[config.mk]
export PLATFORM = sky130hd
export DESIGN_NAME = gcsm_cone
export DESIGN_NICKNAME = d
export VERILOG_FILES = /design/src/gcsm_pkg.sv /design/src/gcsm_cone.sv
export SDC_FILE = /design/constraint.sdc
export NUM_CORES = 1
export LEC_CHECK = 0
export BUFFER_PORTS_ARGS = -buffer_cell sky130_fd_sc_hd__clkbuf_2
export CAP_MARGIN = 20
export CORE_AREA = 2 2 260 262
export CTS_CLUSTER_DIAMETER = 60
export DETAILED_ROUTE_END_ITERATION = 8
export DIE_AREA = 0 0 262 264
export GPL_ROUTABILITY_DRIVEN = 0
export PLACE_DENSITY = 0.71
export SYNTH_ARGS = -nofsm -noshare
export SYNTH_HDL_FRONTEND = slang
export SYNTH_SLANG_ARGS = --single-unit
[constraint.sdc]
create_clock -name clock -period 3.85 [get_ports clock]
set_clock_uncertainty 0.15 [all_clocks]
set_input_delay 0 -clock clock [delete_from_list [all_inputs] [get_ports clock]]
set_output_delay 0 -clock clock [all_outputs]
set_load 0.1 [all_outputs]
[src/gcsm_pkg.sv]
`default_nettype none
// ----------------------------------------------------------------------------
// gcsm_pkg
// Shared types, codes and constants for the grid cone stamp mask core.
// ----------------------------------------------------------------------------
package gcsm_pkg;

   // Default grid and radius limits
   localparam int DEF_MAX_WIDTH  = 256;
   localparam int DEF_MAX_HEIGHT = 256;
   localparam int DEF_MAX_RADIUS = 15;

   localparam int GRID_W     = 9;   // grid size register width
   localparam int RAD_W      = 6;   // radius width (max radius 63)
   localparam int OFS_W      = 7;   // signed kernel offset
   localparam int COORD_W    = 10;  // signed cell coordinate during a stamp
   localparam int D_W        = 12;  // squared distance inside the cone
   localparam int ALPHA_W    = 13;
   localparam int SQRT_STEPS = 14;  // root bits of floor(256*sqrt(d))
   localparam int DIV_STEPS  = 13;  // quotient bits of the cone ramp
   localparam int NUM_W      = 19;
   localparam int DSR_W      = 7;

   localparam logic [ALPHA_W-1:0] ONE_Q12 = 13'd4096;

   typedef enum logic [1:0] {
      CMD_LOAD  = 2'd0,
      CMD_STAMP = 2'd1,
      CMD_READ  = 2'd2
   } cmd_type;

   typedef enum logic [1:0] {
      REG_FULL_RADIUS   = 2'd0,
      REG_CUTOFF_RADIUS = 2'd1,
      REG_GRID_WIDTH    = 2'd2,
      REG_GRID_HEIGHT   = 2'd3
   } reg_index_type;

   typedef struct packed {
      logic [1:0]         cmd;
      logic [7:0]         cell_x;
      logic [7:0]         cell_y;
      logic [7:0]         base_cost;
      logic signed [15:0] dir_x;
      logic signed [15:0] dir_y;
   } req_type;

   typedef struct packed {
      logic [7:0]          reduced_cost;
      logic signed [15:0]  masked_dir_x;
      logic signed [15:0]  masked_dir_y;
      logic [ALPHA_W-1:0]  alpha;
   } rsp_type;

   // Per-stamp cone shape: cutoff radius and cutoff minus full radius (at least 1)
   typedef struct packed {
      logic [RAD_W-1:0] c;
      logic [RAD_W-1:0] k;
   } cone_cfg_type;

   typedef struct packed {
      logic           valid;
      logic           full;
      logic [D_W-1:0] d;
   } cone_req_type;

   typedef struct packed {
      logic               valid;
      logic [ALPHA_W-1:0] alpha;
   } cone_rsp_type;

endpackage
`default_nettype wire

[src/gcsm_cone.sv]
`default_nettype none
// ----------------------------------------------------------------------------
// gcsm_cone
// Pipelined cone value: floor(256*sqrt(d)) by digit steps, then the ramp
// divide by restoring steps. One offset per cycle, fixed latency.
// ----------------------------------------------------------------------------
module gcsm_cone import gcsm_pkg::*; #(
   parameter int ADDR_W = 16
) (
   input  logic              clock,
   input  logic              reset,
   input  cone_cfg_type      cfg,
   input  cone_req_type      req,
   input  logic [ADDR_W-1:0] req_addr,
   output cone_rsp_type      rsp,
   output logic [ADDR_W-1:0] rsp_addr,
   output logic              busy
);

   function automatic logic [1:0] root_pair(input logic [D_W-1:0] d, input int p);
      logic [2*SQRT_STEPS-1:0] n;
      n = {d, 16'h0000};
      return n[2*p +: 2];
   endfunction

   // returns {remainder, root}
   function automatic logic [29:0] sqrt_step(input logic [15:0] rem,
                                             input logic [13:0] root,
                                             input logic [1:0]  pair);
      logic [17:0] r;
      logic [17:0] trial;
      logic [17:0] diff;
      r     = {rem, pair};
      trial = {2'b00, root, 2'b01};
      diff  = r - trial;
      if (r >= trial) begin
         return {diff[15:0], root[12:0], 1'b1};
      end else begin
         return {r[15:0], root[12:0], 1'b0};
      end
   endfunction

   // returns {remainder, quotient}
   function automatic logic [31:0] div_step(input logic [NUM_W-1:0]     rem,
                                            input logic [DIV_STEPS-1:0] q,
                                            input logic [DSR_W-1:0]     dsr,
                                            input int                   j);
      logic [NUM_W:0] rem_x;
      logic [NUM_W:0] sh;
      logic [NUM_W:0] diff;
      rem_x = {1'b0, rem};
      sh    = (NUM_W+1)'(dsr) << j;
      diff  = rem_x - sh;
      if (rem_x >= sh) begin
         return {diff[NUM_W-1:0], q | (DIV_STEPS'(1) << j)};
      end else begin
         return {rem, q};
      end
   endfunction

   logic [SQRT_STEPS-1:0] sq_valid_ff;
   logic [SQRT_STEPS-1:0] sq_full_ff;
   logic [D_W-1:0]        sq_d_ff    [SQRT_STEPS];
   logic [15:0]           sq_rem_ff  [SQRT_STEPS];
   logic [13:0]           sq_root_ff [SQRT_STEPS];
   logic [ADDR_W-1:0]     sq_addr_ff [SQRT_STEPS];

   logic                  pr_valid_ff;
   logic                  pr_full_ff;
   logic [NUM_W-1:0]      pr_num_ff;
   logic [ADDR_W-1:0]     pr_addr_ff;

   logic [DIV_STEPS-1:0]  dv_valid_ff;
   logic [DIV_STEPS-1:0]  dv_full_ff;
   logic [NUM_W-1:0]      dv_rem_ff  [DIV_STEPS];
   logic [DIV_STEPS-1:0]  dv_q_ff    [DIV_STEPS];
   logic [ADDR_W-1:0]     dv_addr_ff [DIV_STEPS];

   logic [13:0]           c256;
   logic [13:0]           root_last;
   logic [13:0]           ramp_in;
   logic [NUM_W-1:0]      num_in;
   logic [DSR_W-1:0]      dsr;
   logic [DIV_STEPS-1:0]  q_last;

   always_ff @(posedge clock) begin
      if (reset) begin
         sq_valid_ff <= '0;
         pr_valid_ff <= 1'b0;
         dv_valid_ff <= '0;
      end else begin
         sq_valid_ff <= {sq_valid_ff[SQRT_STEPS-2:0], req.valid};
         pr_valid_ff <= sq_valid_ff[SQRT_STEPS-1];
         dv_valid_ff <= {dv_valid_ff[DIV_STEPS-2:0], pr_valid_ff};
      end
   end

   // square root digit steps
   always_ff @(posedge clock) begin
      sq_full_ff <= {sq_full_ff[SQRT_STEPS-2:0], req.full};
      sq_d_ff[0]    <= req.d;
      sq_addr_ff[0] <= req_addr;
      {sq_rem_ff[0], sq_root_ff[0]} <=
         sqrt_step(16'd0, 14'd0, root_pair(req.d, SQRT_STEPS-1));
      for (int i = 1; i < SQRT_STEPS; i++) begin
         sq_d_ff[i]    <= sq_d_ff[i-1];
         sq_addr_ff[i] <= sq_addr_ff[i-1];
         {sq_rem_ff[i], sq_root_ff[i]} <=
            sqrt_step(sq_rem_ff[i-1], sq_root_ff[i-1],
                      root_pair(sq_d_ff[i-1], SQRT_STEPS-1-i));
      end
   end

   // ramp numerator 32*(256c - s) + k over divisor 2k gives the rounded level
   assign c256      = {cfg.c, 8'h00};
   assign root_last = sq_root_ff[SQRT_STEPS-1];
   assign ramp_in   = (root_last > c256) ? 14'd0 : (c256 - root_last);
   assign num_in    = {ramp_in, 5'b00000} + NUM_W'(cfg.k);
   assign dsr       = {cfg.k, 1'b0};

   always_ff @(posedge clock) begin
      pr_full_ff <= sq_full_ff[SQRT_STEPS-1];
      pr_num_ff  <= num_in;
      pr_addr_ff <= sq_addr_ff[SQRT_STEPS-1];
   end

   // restoring divide steps
   always_ff @(posedge clock) begin
      dv_full_ff    <= {dv_full_ff[DIV_STEPS-2:0], pr_full_ff};
      dv_addr_ff[0] <= pr_addr_ff;
      {dv_rem_ff[0], dv_q_ff[0]} <= div_step(pr_num_ff, '0, dsr, DIV_STEPS-1);
      for (int m = 1; m < DIV_STEPS; m++) begin
         dv_addr_ff[m] <= dv_addr_ff[m-1];
         {dv_rem_ff[m], dv_q_ff[m]} <=
            div_step(dv_rem_ff[m-1], dv_q_ff[m-1], dsr, DIV_STEPS-1-m);
      end
   end

   assign q_last    = dv_q_ff[DIV_STEPS-1];
   assign rsp.valid = dv_valid_ff[DIV_STEPS-1];
   assign rsp.alpha = (dv_full_ff[DIV_STEPS-1] || q_last > ONE_Q12) ? ONE_Q12 : q_last;
   assign rsp_addr  = dv_addr_ff[DIV_STEPS-1];
   assign busy      = (|sq_valid_ff) | pr_valid_ff | (|dv_valid_ff);

endmodule
`default_nettype wire

# ---- After elaboration in Yosys (flattened, before gate mapping)
# Memory sizes are Yosys's and may differ from the RTL's. A register that Yosys moved wholly into a read port is not among the register bits.
# Cells that the tools add are included.
dict set report op_classes {
  bitwise 2
  n_mux 28
  n_lt_le_gt_ge 29
  addsub 27
  reduce_logical 3
}
# operator n
set op_table {}
lappend op_table {{2-to-1 mux 32 bit} 12}
lappend op_table {{2-to-1 mux 30 bit} 12}
lappend op_table {{greater-or-equal comparator 18 x 16 -> 1 bit} 13}
lappend op_table {{subtractor 16 bit} 12}
lappend op_table {{adder 19 x 6 -> 19 bit} 1}
lappend op_table {{greater-or-equal comparator 19 x 10 -> 1 bit} 1}
lappend op_table {{greater-or-equal comparator 19 x 11 -> 1 bit} 1}
lappend op_table {{greater-or-equal comparator 19 x 12 -> 1 bit} 1}
lappend op_table {{greater-or-equal comparator 19 x 13 -> 1 bit} 1}
lappend op_table {{greater-or-equal comparator 19 x 14 -> 1 bit} 1}
lappend op_table {{greater-or-equal comparator 19 x 15 -> 1 bit} 1}
lappend op_table {{greater-or-equal comparator 19 x 16 -> 1 bit} 1}
lappend op_table {{greater-or-equal comparator 19 x 17 -> 1 bit} 1}
lappend op_table {{greater-or-equal comparator 19 x 18 -> 1 bit} 1}
lappend op_table {{greater-or-equal comparator 19 bit} 1}
lappend op_table {{greater-or-equal comparator 19 x 7 -> 1 bit} 1}
lappend op_table {{greater-or-equal comparator 19 x 8 -> 1 bit} 1}
lappend op_table {{greater-or-equal comparator 19 x 9 -> 1 bit} 1}
lappend op_table {{subtractor 19 x 10 -> 19 bit} 1}
lappend op_table {{subtractor 19 x 11 -> 19 bit} 1}
lappend op_table {{subtractor 19 x 12 -> 19 bit} 1}
lappend op_table {{subtractor 19 x 13 -> 19 bit} 1}
lappend op_table {{subtractor 19 x 14 -> 19 bit} 1}
lappend op_table {{subtractor 19 x 15 -> 19 bit} 1}
lappend op_table {{19 further kinds} 20}
dict set report totals {
  mem_bits_rw 600
  inputBits 44
  memories 3
  out_inout_bits 31
  register_bits 863
  word_cells 171
}
# memory words word_bits read_ports rd_clocked_by_memory_dff wr line
set memory_table {}
lappend memory_table {sq_addr_ff 14 16 14 1 14 gcsm_cone.sv:66} ;# logic [ADDR_W-1:0] sq_addr_ff [SQRT_STEPS];
lappend memory_table {dv_addr_ff 13 16 13 0 13 gcsm_cone.sv:77} ;# logic [ADDR_W-1:0] dv_addr_ff [DIV_STEPS];
lappend memory_table {sq_d_ff 14 12 13 0 14 gcsm_cone.sv:63} ;# logic [D_W-1:0] sq_d_ff [SQRT_STEPS];

# ---- Longest topological paths before layout
# Gate-level depths: netlist of the first run.
dict set report logic_depth {
  depth_word 3
  depth_mapped 18
  ltp_nobuf 16
}

# ---- Worst setup path after synthesis of the first run
# OpenSTA, ideal clock, no wires.
dict set report synth_path {
  kind {register to register}
  startpoint {register sq_root_ff, in the netlist root_last[0]}
  endpoint {register pr_num_ff[18]}
  arrival_ns 3.251
  slack_ns 0.321
  path_stages_with_launch 18
  path_buffers 1
  cell_sequence {dfxtp_1 -> inv_1 -> ha_1 -> nor3b_1 -> a41oi_1 -> o21ai_0 -> a21o_1 -> a21oi_1 -> clkbuf_1 -> nor2_1 -> ha_1 -> nand2_1 -> or4_1 -> nor2_1 -> nand2_1 -> nor4b_1 -> xnor2_1 -> nor2_1}
}
dict set report synth_between {
  elab_chain_cells 3
}
# element line
set synth_lines {}
lappend synth_lines {{start, declared} gcsm_cone.sv:65} ;# logic [13:0] sq_root_ff [SQRT_STEPS];
lappend synth_lines {{start signal, assigned by index} gcsm_cone.sv:108} ;# {sq_rem_ff[i], sq_root_ff[i]} <=
lappend synth_lines {{subtractor 14 bit or greater-than comparator 14 bit (tied branches)} gcsm_cone.sv:117} ;# assign ramp_in = (root_last > c256) ? 14'd0 : (c256 - root_last);
lappend synth_lines {{2-to-1 mux 14 bit (*)} gcsm_cone.sv:117}
lappend synth_lines {{adder 19 x 6 -> 19 bit (*)} gcsm_cone.sv:118} ;# assign num_in = {ramp_in, 5'b00000} + NUM_W'(cfg.k);
lappend synth_lines {{net num_in[18]} gcsm_cone.sv:82} ;# logic [NUM_W-1:0] num_in;
lappend synth_lines {{end signal, assigned} gcsm_cone.sv:123} ;# pr_num_ff <= num_in;
lappend synth_lines {{end, declared} gcsm_cone.sv:70} ;# logic [NUM_W-1:0] pr_num_ff;
# The timed path passes the listed nets; every way through them passes the cells marked *.
# A chain may end at the register's enable or synchronous reset.

# ---- Final worst setup path of the first run
# Ends and elaborated chain as after synthesis.

==> results by group, run 1 <==
Outcome
  – Outcome: completed

Setup path
  – Setup crit start: root_last[0]
  – Reg2reg end: pr_num_ff[18]
  – R2R Setup Slk: 0.27 ns
  – Setup crit end kind: flip-flop
  – Required time worst endpoint: 4.24 ns
  – Origin of the critical flop-to-flop path: root_last[0]
  – CP max FO: 6
  – Critical path class: flip-flop to flip-flop
  – Critical Path AT: 3.97 ns
  – Crit start category: flip-flop
  – Worst R2R Path Depth: 16
  – Critical Path Sink: pr_num_ff[18]

Floorplanning
  – Core area: 66560 sq um
  – Starting Density: 0.5454
  – Die height: 264 microns
  – I/O Pins: 75
  – Die area: 69170 sq um
  – Rows: 95
  – Die width: 262 microns

Hold path
  – HP Class: flip-flop to flip-flop
  – Worst Min Path Start: sq_addr_ff[11][3]

Detailed routing
  – WL/cell: 13.92 microns
  – DRT iter0 DRCs: 1202
  – TritonRoute pass-1 iters: 7
  – DRC: 0
  – WL final: 60.18 mm
  – Vias per cell: 5.068
  – Post-DRT Antenna Nets: 0
  – Total number of vias: 21.91k

Clock tree
  – H-tree level count: 3
  – Clock root cell: clkbuf_16
  – Clk buf depth: 3
  – Worst-Skew Late Latency: 0.65 ns
  – Post-CTS Repair Setup Buffers: 0
  – Num CTS Buffers: 107
  – Clock sinks: 1162
  – Clock Pin Slew Worst Setup and Hold Paths: 0.06 ns
  – TritonCTS clock tree: yes

Logic synthesis
  – Main synth FF type: dfxtp_1
  – Xor/xnor cell area share of the yosys netlist: 0.05308
  – Yosys reg bits: 1162
  – Share of the synthesized area in the top cell type: 0.6408
  – Largest family of logic cells by synthesized area: simple AND/OR/NAND/NOR gates
  – Syn nets: 3380
  – Cell area after synthesis: 36300 sq um
  – Compound-Gate Fraction of Synth Area: 0.07751
  – Register area share after synthesis: 0.6408
  – Ys Warns: 0
  – Ys async rst share: 0
  – Adder-Cell Fraction of Synth Area: 0.07658
  – Syn Inst Count: 3126
  – Avg Cell Area, Syn: 11.61 sq um
  – Post-Synth Simple-Gate Area: 0.1105
  – Multiplexer share of the synthesized area: 0.01544
  – Netlist cell types: 78
  – Cell type with the largest total area after synthesis: dfxtp_1
  – Post-synth EDFFs: 0
  – Top post-synthesis cells by area: dfxtp_1, ha_1, xnor2_1

Place
  – Port buffer count: 74
  – HPWL Detailed: 41.64 mm
  – Post-DP Area: 37760 sq um

Global route
  – Remaining Overflow, GRT: 0
  – Global routing's busiest layer: met2
  – GR Util met1: 0.2172
  – Tot GR Track Use: 0.1777
  – Antenna violations before repair: 3
  – GR Util met3: 0.03214
  – Largest net degree at the start of global routing: 29
  – Vias in the first global route: 22.24k
  – Met2 usage in global routing: 0.3074
  – First-pass GRT wire length: 102.3 mm

Timing
  – Final period util: 0.9308
  – RSZ-0062 raised after global routing: false
  – FMAX: 279.1 MHz
  – Fin crit period: 3.584 ns
  – Final setup fails: 0
  – Slew Viols, Final: 0
  – Worst relative slew slack: 0.3550
  – Sum of negative setup slack: 0 ns
  – Fin. Hold Viols: 0
  – Worst slew pin tran: 0.9632 ns

Layout
  – Nets: 3628
  – Number of diodes: 0
  – Area Overhead vs Synth: 16.25%
  – Filler cells: 5042
  – Most common cell after layout, fill and taps aside: dfxtp_1
  – Commonest non-fill, non-tap cells in the layout: dfxtp_1, inv_1, ha_1
  – Fin area: 42200 sq um
  – Layout cell share with drive strength beyond 1: 0.09246

Power
  – Power per cell area: 748.7 nW/um^2
  – Static leakage: 18.70 nW
  – Pwr Total: 31.60 mW
  – Max IR drop VDD: 475.2 uV

Flow run
  – Max cap viols: 0
-- how the worst min path moves through the flow --
stage / end / slack, ns / cells past startpoint
final: sq_addr_ff[12][3] / 0.17 / 0
after global routing: dv_addr_ff[10][5] / 0.17 / 0
after CTS: sq_addr_ff[12][3] / 0.17 / 0
after detailed placement: sq_d_ff[0][1] / -0.05 / 1
after global placement: sq_d_ff[0][0] / -0.05 / 1
after floorplan: pr_num_ff[0] / -0.12 / 0
-- state kept, by name, summed over array words and instances (netlist names) --
register / flops
dv_full_ff: 13
root_last: 14
sq_valid_ff: 14
pr_addr_ff: 16
q_last: 13
pr_num_ff: 19
sq_root_ff: 91
sq_d_ff: 30
sq_rem_ff: 185
dv_addr_ff: 208
pr_valid_ff: 1
sq_addr_ff: 224
pr_full_ff: 1
dv_q_ff: 78
sq_full_ff: 14
dv_valid_ff: 13
dv_rem_ff: 228
-- area by class of cell --
cell class	instances	area, sq um	share of cell area
Clock buffer	149	3027	0.07172
Clock inverter	36	605.6	0.01435
Inverter	216	810.8	0.01921
Multi-Input combinational cell	1718	12120	0.2872
Sequential cell	1162	23260	0.5512
Tap cell	873	1092	0.02588
Timing Repair Buffer	169	1284	0.03042
-- cells in the mapped netlist, types with 60 or more instances --
master   number
ha_1        191
xor2_1      100
nor2b_1      73
o21ai_0     142
xnor2_1     120
a21oi_1     145
nor4_1       60
nand2_1     152
dfxtp_1    1162
nor2_1      185
nor3_1       75
inv_1       213
-- cells by family (layout without fill, tap and decap cells) --
logic type	after synthesis	in the layout
XOR/XNOR	220	220
multiplexers	51	51
AND/OR/NAND/NOR	770	770
other	1	1
buffers and inverters	246	570
adder cells (fa/ha/maj)	211	211
flip-flops	1162	1162
AO/OA/AOI/OAI	465	465
-- worst max-delay path, cell delays in order, from the launching register on --
cell and delay (ns):
dfxtp_1 0.35, inv_1 0.09, ha_1 0.26, nor3b_2 0.29, a41oi_1 0.22, o21ai_1 0.29, a21o_1 0.15, a21oi_1 0.08
nor2_1 0.11, ha_1 0.18, nand2_1 0.06, or4_1 0.40, nor2_1 0.16, nand2_1 0.13, nor4b_1 0.33, xnor2_1 0.18
nor2_1 0.05
-- routing by layer --
metal  up-vias  part of all wire
li1      11059                 -
met3       157             0.045
met4         4             0.032
met1     10203              0.44
met5         -           0.00040
met2       485              0.48
-- per-stage QoR --
step / setup WS (ns) / instances / hold slack, ns / utilization
final: 0.2665 / 4323 / 0.1653 / 0.6340
after global routing: 0.04462 / 4323 / 0.1709 / 0.6340
after CTS: 0.08146 / 4323 / 0.1685 / 0.6339
after detailed placement: 0.08609 / 4058 / -0.04609 / 0.5673
after global placement: 0.2877 / 4058 / -0.04652 / 0.5673
after floorplan: 0.3213 / 3126 / -0.1223 / -
-- what timing repair did --
| item | 4_1_cts | 5_1_grt |
|---|---|---|
| hold buffers | 80 | 0 |
| setup endpoints to repair | 0 | 7 |
| endpoints found under the hold margin | 99 | 0 |
| resized for setup | 0 | 3 |
-- report_power, final --
| group | switching [mW] | internal, mW | total [mW] | leakage, nW |
|---|---|---|---|---|
| sequential | 1.22 | 14.0 | 15.3 | 9.72 |
| clock | 4.22 | 6.41 | 10.6 | 1.76 |
| combinational | 3.07 | 2.65 | 5.72 | 7.22 |
Power figures use the tool's default switching activity.
==> run 2: changes to the inputs <==
--- a/config.mk
+++ b/config.mk
@@ -6,13 +6,13 @@
 export NUM_CORES = 1
 export LEC_CHECK = 0
 export BUFFER_PORTS_ARGS = -buffer_cell sky130_fd_sc_hd__clkbuf_2
-export CAP_MARGIN = 20
 export CORE_AREA = 2 2 260 262
 export CTS_CLUSTER_DIAMETER = 60
 export DETAILED_ROUTE_END_ITERATION = 8
 export DIE_AREA = 0 0 262 264
 export GPL_ROUTABILITY_DRIVEN = 0
 export PLACE_DENSITY = 0.71
+export SKIP_CTS_REPAIR_TIMING = 1
 export SYNTH_ARGS = -nofsm -noshare
 export SYNTH_HDL_FRONTEND = slang
 export SYNTH_SLANG_ARGS = --single-unit
==> constraint.sdc (replaced) <==
create_clock -name clock -period 3.5 [get_ports clock]
set_clock_uncertainty 0.15 [all_clocks]
set_input_delay 0 -clock clock [delete_from_list [all_inputs] [get_ports clock]]
set_output_delay 0 -clock clock [all_outputs]
set_load 0.1 [all_outputs]
==> results by group, run 2 (synthesis gave the netlist of run 1 again) <==
Setup path
  – Critical path class: flip-flop to flip-flop
  – Slowest-stage cell, CP: or4_1
  – Worst path max stage delay: 0.41 ns (about the same)
  – Critical Path Sink: pr_num_ff[14]
  – Crit start category: flip-flop
  – Reg2reg end: pr_num_ff[14]
  – Crit-path cells: inv_1 > ha_4 > nor3b_4 > a41oi_2 > o21ai_2 > a21o_1 > a21oi_1 > nor2_1 > ha_2 > nand2_1 > or4_1 > nor2_2 > nand2_2 > or3_4 > a21oi_2
  – Setup crit end kind: flip-flop
  – Worst R2R Path Depth: 15 (-1)
  – CP max FO: 6 (unchanged)
  – R2R Setup Slk: 0.19 ns (-0.07 ns)
  – Required time worst endpoint: 3.92 ns (-0.32 ns)
  – Critical Path AT: 3.73 ns (-0.24 ns)
  – Origin of the critical flop-to-flop path: root_last[0]
  – Setup crit start: root_last[0]

Layout
  – Max FFs per register: 228 (unchanged)
  – Area Overhead vs Synth: 17.12%
  – Core Util, Final: 0.6388 (+0.004736)
  – Filler cells: 5014 (-0.56%)
  – Fin area: 42520 sq um (+0.75%)
  – Nets: 3644 (+0.44%)
  – Most common cell after layout, fill and taps aside: dfxtp_1
  – Commonest non-fill, non-tap cells in the layout: dfxtp_1, inv_1, ha_1
  – Layout cell share with drive strength beyond 1: 0.1052 (+0.01271)

Outcome
  – Outcome: completed

Timing
  – Final period util: 0.9448 (+0.01403)
  – Final setup fails: 0 (unchanged)
  – Fin. Hold Viols: 0 (unchanged)
  – Worst slew pin tran: 0.8408 ns (-0.1224 ns)
  – Fin worst setup slack: 0.1932 ns (-0.07333 ns)
  – Worst relative slew slack: 0.4389 (+0.08384)
  – Hold_ws: 0.1349 ns (-0.03039 ns)
  – Sum of negative setup slack: 0 ns (unchanged)
  – FMAX: 302.4 MHz (+8.4%)
  – Fin crit period: 3.307 ns (-0.2767 ns)
  – Slew Viols, Final: 0 (unchanged)

Clock tree
  – TritonCTS clock tree: yes
  – Clock sinks: 1162 (unchanged)
  – Clock Pin Slew Worst Setup and Hold Paths: 0.06 ns (about the same)
  – Clock root cell: clkbuf_16
  – Clk buf depth: 3 (unchanged)
  – H-tree level count: 3 (unchanged)
  – Num CTS Buffers: 108 (+0.93%)
  – Worst-Skew Late Latency: 0.65 ns (about the same)

Detailed routing
  – Vias per cell: 5.051 (-0.33%)
  – Total number of vias: 22.00k (+0.43%)
  – DRC: 0 (unchanged)
  – DRT iter0 DRCs: 1184 (-1.5%)
  – Post-DRT Antenna Nets: 0 (unchanged)
  – WL/cell: 13.95 microns (+0.23%)
  – WL final: 60.78 mm (+1.0%)
  – TritonRoute pass-1 iters: 5 (-2)

Floorplanning
  – Core area: 66560 sq um (unchanged)
  – Die height: 264 microns (unchanged)
  – Die area: 69170 sq um (unchanged)
  – I/O Pins: 75 (unchanged)
  – Die width: 262 microns (unchanged)
  – Starting Density: 0.5454 (unchanged)
  – Rows: 95 (unchanged)

Power
  – Max IR drop VDD: 476.6 uV (+0.31%)
  – Static leakage: 18.84 nW (+0.78%)
  – Power per cell area: 825.5 nW/um^2 (+10%)

Place
  – HPWL Detailed: 41.74 mm (+0.25%)
  – Post-DP Area: 37870 sq um (+0.29%)
  – Place WS: 0.004522 ns (-0.08156 ns)
  – Port buffer count: 74 (unchanged)

Global route
  – First-pass GRT wire length: 100.5 mm (-1.7%)
  – Vias in the first global route: 21.85k (-1.7%)
  – Remaining Overflow, GRT: 0 (unchanged)
  – Antenna violations before repair: 2 (-1)
  – Largest net degree at the start of global routing: 29 (unchanged)
  – Tot GR Track Use: 0.1755 (-0.002177)

Flow run
  – Max cap viols: 0 (unchanged)

Hold path
  – HP Class: input pin to flip-flop
-- run 2: cell count changes in the layout (fill, tap and decap cells not counted), moves of 3 or more --
cell,change
clkinvlp_4,+7
inv_6,+4
clkinv_2,+9
buf_4,+15
diode_2,+3
clkbuf_1,-6
-- run 2: through the flow --
stage	cells	power, mW
final	4356	35.10
after global routing	4355	36.97
after CTS	4272	35.28
after detailed placement	4072	23.21
after global placement	4072	22.85
after floorplan	3126	21.59
-- run 2: power breakdown --
group	switching, mW	total, mW	leakage (nW)	internal (mW)
combinational	3.42	6.38	7.31	2.96
sequential	1.32	16.8	9.71	15.4
clock	4.83	12.0	1.82	7.14
-- run 2: worst min-delay path by stage --
stage / from / end / slack, ns / depth (start not counted)
after detailed placement: req[5] / sq_d_ff[0][5] / -0.05 / 1
after CTS: req_addr[6] / sq_addr_ff[0][6] / -0.75 / 1
final: cfg[0] / pr_num_ff[0] / 0.13 / 2
after floorplan: cfg[0] / pr_num_ff[0] / -0.12 / 0
after global placement: req[6] / sq_d_ff[0][6] / -0.05 / 1
after global routing: cfg[0] / pr_num_ff[0] / 0.12 / 2
-- run 2: critical path, delay by kind of cell, from the launching register on --
family	cells	cell delay, ns
buffers and inverters	1	0.10
and+or+nand+nor	7	1.52
AOI/OAI and AO/OA	5	0.76
adders and majority gates	2	0.35
DFF	1	0.34
-- run 2: per-layer routing --
metal,part of all wire,global-route usage,vias to the layer above
met3,0.045,0.03099,141
li1,-,-,11095
met2,0.49,0.3064,493
met5,0,0,-
met1,0.44,0.2143,10273
met4,0.028,0.06856,0
-- run 2: area by class of cell --
class,count,area (sq um),area share
Timing Repair Buffer,184,1396,0.03284
Clock buffer,143,3015,0.07092
Antenna cell,3,7.507,0.0001766
Clock inverter,57,758.2,0.01783
Sequential cell,1162,23260,0.5472
Multi-Input combinational cell,1718,12170,0.2863
Inverter,216,810.8,0.01907
Tap cell,873,1092,0.02569
